## src/sv/rmv_pkg.sv

```systemverilog
// Package: types and constants for the running mean/variance unit.
package rmv_pkg;
	localparam int SAMPLE_BITS_DEF = 16;
	localparam int FRAC_BITS_DEF = 16;
	localparam int COUNT_BITS_DEF = 32;

	typedef enum logic [2:0] {
		ST_IDLE,
		ST_DIV_MEAN,
		ST_DIV_VAR,
		ST_MUL1,
		ST_MUL2,
		ST_UPDATE,
		ST_OUT
	} state_t;

	typedef struct packed {
		logic load;
		logic start_mean;
		logic start_var;
		logic mul1;
		logic mul2;
		logic mul3;
		logic update;
	} cmd_t;

	typedef struct packed {
		logic div_done;
		logic clear;
		logic saturated;
		logic first;
	} sts_t;
endpackage

```

## src/sv/rmv_ctrl.sv

```systemverilog
// Controller: sequences the divides, multiplies and the state update of one request.
module rmv_ctrl (
	input  logic          clk,
	input  logic          arst_n,
	input  logic          in_valid,
	output logic          in_stall,
	output logic          out_valid,
	input  logic          out_stall,
	input  rmv_pkg::sts_t sts,
	output rmv_pkg::cmd_t cmd
);
	import rmv_pkg::*;

	state_t state_q, state_d;

	always_ff @(posedge clk or negedge arst_n) begin
		if (!arst_n) state_q <= ST_IDLE;
		else state_q <= state_d;
	end

	always_comb begin
		state_d   = state_q;
		cmd       = '0;
		in_stall  = 1'b1;
		out_valid = 1'b0;
		case (state_q)
			ST_IDLE: begin
				in_stall = 1'b0;
				if (in_valid) begin
					cmd.load = 1'b1;
					state_d  = ST_DIV_MEAN;
				end
			end
			ST_DIV_MEAN: begin
				if (sts.clear || sts.saturated) begin
					cmd.update = 1'b1;
					state_d    = ST_OUT;
				end else begin
					cmd.start_mean = 1'b1;
					state_d        = ST_DIV_VAR;
				end
			end
			ST_DIV_VAR: begin
				if (sts.div_done) begin
					if (sts.first) begin
						cmd.update = 1'b1;
						state_d    = ST_OUT;
					end else begin
						cmd.start_var = 1'b1;
						cmd.mul1      = 1'b1;
						state_d       = ST_MUL1;
					end
				end
			end
			ST_MUL1: begin
				if (sts.div_done) begin
					cmd.mul2 = 1'b1;
					state_d  = ST_MUL2;
				end
			end
			ST_MUL2: begin
				cmd.mul3 = 1'b1;
				state_d  = ST_UPDATE;
			end
			ST_UPDATE: begin
				cmd.update = 1'b1;
				state_d    = ST_OUT;
			end
			ST_OUT: begin
				out_valid = 1'b1;
				if (!out_stall) state_d = ST_IDLE;
			end
			default: state_d = ST_IDLE;
		endcase
	end

`ifndef SYNTH
	a_out_after_update: assert property (@(posedge clk) disable iff (!arst_n)
		cmd.update |=> state_q == ST_OUT) else $error("update not followed by output");
	a_no_accept_busy: assert property (@(posedge clk) disable iff (!arst_n)
		state_q != ST_IDLE |-> in_stall) else $error("accept while busy");
	a_out_hold: assert property (@(posedge clk) disable iff (!arst_n)
		(state_q == ST_OUT && out_stall) |=> state_q == ST_OUT) else $error("output lost");
`endif
endmodule

```

## config.mk

```make
export PLATFORM = sky130hd
export DESIGN_NAME = rmv_ctrl
export DESIGN_NICKNAME = d
export VERILOG_FILES = /design/src/sv/rmv_pkg.sv /design/src/sv/rmv_ctrl.sv
export SDC_FILE = /design/constraint.sdc
export NUM_CORES = 1
export LEC_CHECK = 0
export ABC_AREA = 1
export ABC_CLOCK_PERIOD_IN_PS = 1300
export BUFFER_PORTS_ARGS = -buffer_cell sky130_fd_sc_hd__buf_4
export CORE_AREA = 3 3 40 42
export DETAILED_ROUTE_END_ITERATION = 12
export DIE_AREA = 0 0 43 45
export GPL_TIMING_DRIVEN = 0
export PLACE_DENSITY = 0.59
export SETUP_SLACK_MARGIN = 0.5
export SLEW_MARGIN = 30
export SYNTH_ARGS = -nofsm -noshare
export SYNTH_HDL_FRONTEND = slang
export SYNTH_SLANG_ARGS = --single-unit
```

## constraint.sdc

```tcl
create_clock -name clk -period 1.3 [get_ports clk]
set_input_delay 0.26 -clock clk [delete_from_list [all_inputs] [get_ports clk]]
set_output_delay 0.26 -clock clk [all_outputs]
set_load 0.01 [all_outputs]
```

======== Word-level counts from Yosys, hierarchy flattened ========
Index checks and enable logic that the tools add are counted.
cells by class
  equality and inequality tests ........... 10
  mux-type cells .......................... 23
  reductions and logical operators ........ 3
operator list
  kind                                                             count
  3-bit one-hot mux with 7 select lines                            1
  3-bit two-way mux                                                6
  1-bit two-way mux                                                12
  3-bit == test, second input constant                             3
  2-bit inequality test, second input constant                     4
  3-bit by 2-bit == test with 1-bit output, second input constant  2
  2-bit two-way mux                                                3
  4-bit AND reduction                                              1
  3-bit by 1-bit == test with 1-bit output, second input constant  1
  3-bit zero test                                                  1
  1-bit one-hot mux with 3 select lines                            1
  1-bit logical OR                                                 1
storage, ports and cells
  register bits ........................... 3
  input port bits ......................... 8
  output and inout bits ................... 9
  word-level logic and storage cells ...... 37

======== Logic depth before layout (Yosys ltp) ========
  depth in word-level cells ............... 3
  depth in mapped cells ................... 7
  mapped depth without buffers ............ 7

======== Worst setup path before layout ========
No wires, ideal clock.
  kind .................................... register to output
  from .................................... reg state_q[2]
  to ...................................... out cmd[4] (netlist name)
  arrival ................................. 1.136 ns
  required time ........................... 1.040 ns
  path slack .............................. -0.096 ns
  cell stages (with the launch flop) ...... 7
  buffers on the path ..................... 1
  path through ............................ dfrtp_1 inv_2 nand2_1 nor2_1 nand2_1 nor2_1 buf_4
RTL lines
  item                    line            RTL
  start, declared         rmv_ctrl.sv:14  state_t state_q, state_d;
  start signal, assigned  rmv_ctrl.sv:18  else state_q <= state_d;
  end, declared           rmv_ctrl.sv:10  output rmv_pkg::cmd_t cmd

==> metrics.yaml <==
power_and_ir_drop:
  p_clk_share_pct: 11.4
  swShare_pct: 46.2
  p_seq_share_pct: 17.1
  p_int_mw: 0.744
  ir_drop_mv: 0.768
  share_comb_of_total_power_pct: 71.4
  switchingPower_mw: 0.640
  power_density_nw_per_um2: 2180
  leakage_nw: 0.344
yosys:
  netlist_top_cells_count: "15 x nand2_1, 10 x inv_1, 6 x nand3_1, 6 x nor2_1"
  synth_area_leaders: "dfrtp_1 26%, nand2_1 20%, inv_1 13%"
  ys_ff_latch: 3
  synth_cell_type_count: 12
  synth-edff-count: 0
  synth.most_common_cell: "nand2_1"
  syn_nets: 59
  synth_flop_cell: "dfrtp_1"
  yosys.area.top_type_share_pct: 26.4
  synth_cells: 51
  ys_seq_area_share_pct: 26.4
  yosysWarnings: 0
  async_flop_share_pct: 100
  synth_area_leader_cell: "dfrtp_1"
  syn_area_per_cell_sq_um: 5.57
  netlist_area_sq_um: 284
grt:
  grt_util_all_layers_pct: 10.3
  grt_pass1_vias: 390
  grt_overflow: 0
  grt_pass1_wl_microns: 1530
  antenna_found_initial: 0
  grt_max_degree: 7
final_layout:
  multi_input_area_sq_um: 219
  diodes: 0
  reg.largest.list: "state_q: 3 flops"
  drive_gt1_share_pct: 59.8
  final_nets: 91
  largest_reg_flops: 3
  area_delta_synth_final_pct: 123
  regArea_sq_um: 77.6
  nFillCells: 137
  regMostFlops: "state_q"
clock_tree:
  cts_buffers: 3
  cts-htree-levels: 1
  clk_pin_slew_worst_paths_ns: 0.04
  tritoncts: "yes"
  cts_buffer_depth: 2
  clock-root-buffer: "clkbuf_4"
  cts_sinks: 3
  insertion_delay_ns: 0.23
status:
  violations: "negative setup slack"
  status: "finished, violations left"
critical_path:
  max_stage_delay_ns: 0.46
  crit_slowest_cell: "dfrtp_2"
  cp.arrival_ns: 1.24
  cp-start-kind: "flop"
  cp_max_fo: 5
  criticalPathCategory: "flop to output pin"
  crit_required_ns: 1.04
  cp-end-kind: "output pin"
  crit_chain: "nand2_4, nor2_4, nand2_2, nor2_2, buf_4, buf_6"
floorplan:
  start_util_pct: 22.1
  die_width_microns: 43
  die_y_microns: 45
  design.die.area_sq_um: 1940
  io_pins: 17
  rows: 13
  core_sq_um: 1280
route:
  via_per_inst: 4.38
  detail_route.wl_per_cell_microns: 10.6
  final_antenna_net_count: 0
  firstDrtPassIters: 4
  via_count: 425
  routed_wl_microns: 1030
  drc_errors: 0
  drt_iter0_markers: 5
job:
  drv_cap: 0
timing:
  finalSetupTns_ns: -1.31
  timing.final.ws_setup_ns: -0.205
  fmax_mhz: 665
  worstMarginPinSlew_ns: 0.194
  finalHoldViolations: 0
  setup_viol_count_final: 10
  whs_ns: 0.359
  relSlewSlack_pct: 87.0
  rsz0062_at_grt: "yes"
  fin_skew_ns: 0.00283
  drv_slew: 0
  timing.final.crit_period_ns: 1.50
  period_share_pct: 116
place:
  io_buffers: 16
  place_congestion: 0.740
  dpl.hpwl_microns: 608
min_path:
  min_path_type: "primary input to asynchronous set/reset pin"
==> final cells by class <==
type	instances	area share, %
clock buffer	4	4.14
tap	15	2.96
sequential	3	12.2
inverter	11	7.30
multi-input combinational	36	34.5
timing repair buffer	27	37.7
buffer	1	1.18
==> cell usage in the layout (no fill, tap or decap) <==
cell           Yosys  final
nand4_1            1      1
nor2_2             2      3
buf_4              1     18
nand2_4            0      1
inv_1             10      6
clkbuf_1           0      1
nor2_1             6      2
nor2_4             0      3
nand3_1            6      6
nor3_2             0      2
nand2_2            0      2
dlygate4sd3_1      0      1
inv_2              1      3
clkbuf_4           0      3
buf_6              0      9
nand2_1           15     12
nor3_4             0      1
o21ai_0            2      2
dfrtp_1            3      1
o211ai_1           1      1
dfrtp_2            0      2
inv_4              0      2
==> final timing paths <==
| kind | from | endpoint | slack, ns | cells past startpoint |
|---|---|---|---|---|
| max in group asynchronous | arst_n | state_q[1]$_DFFE_PN0P_ | 0.84 | 2 |
| max | state_q[1]$_DFFE_PN0P_ | cmd[4] | -0.20 | 6 |
| min in group clk | out_stall | state_q[2]$_DFFE_PN0P_ | 0.38 | 3 |
| max reg2reg | state_q[1]$_DFFE_PN0P_ | state_q[0]$_DFFE_PN0P_ | -0.08 | 10 |
| min reg2reg | state_q[1]$_DFFE_PN0P_ | state_q[1]$_DFFE_PN0P_ | 0.63 | 2 |
| min | arst_n | state_q[2]$_DFFE_PN0P_ | 0.36 | 2 |
==> what timing repair did <==
| action | in CTS | in global routing |
|---|---|---|
| gates resized for setup | 12 | 16 |
| cloned | 0 | 0 |
| hold buffers | 1 | 0 |
| hold endpoints to repair | 3 | 0 |
| setup endpoints to repair | 12 | 12 |
| buffers inserted | 8 | 2 |
| pin swaps | 2 | 3 |
==> power by group through the flow <==
stage                     Sequential, mW  Clock (mW)  Combinational, mW
final                              0.237       0.158              0.988
after global routing               0.242       0.172               1.09
after CTS                          0.212       0.162              0.795
after detailed placement           0.222           0              0.593
after global placement             0.221           0              0.591
after floorplan                    0.201           0              0.393
==> cell families after synthesis <==
group / Yosys count / synth area share [%]
AO/OA/AOI/OAI: 3 / 6.17
buffers and inverters: 12 / 17.2
flip-flops: 3 / 26.4
AND/OR/NAND/NOR: 33 / 50.2
==> metal layers <==
metal  routed length (microns)  vias to the layer above  GRT usage (%)  part of all wire (%)
li1                          -                      219              -                     -
met2                       556                       13           19.5                    54
met5                         0                        -              0                     0
met4                        10                        0           4.82                  0.97
met1                       425                      191           11.4                    41
met3                        37                        2           1.59                   3.6
==> critical path: cells and delay by family, from the launching register on <==
| family | cells | cell delay [ns] |
|---|---|---|
| buffers and inverters | 2 | 0.20 |
| DFF | 1 | 0.46 |
| and+or+nand+nor | 4 | 0.36 |
==> through the flow <==
stage          std cells  setup slack [ns]  instance area (sq um)  power, mW  util, %
2_1_floorplan         51           0.00467                    294      0.594        -
5_1_grt               97            -0.280                    634       1.51     49.4
6_report              97            -0.205                    634       1.38     49.4
3_3_place_gp          82           -0.0891                    433      0.812     33.7
4_1_cts               95            -0.185                    562       1.17     43.7
3_5_place_dp          82           -0.0878                    433      0.815     33.7
Power figures use the tool's default switching activity.
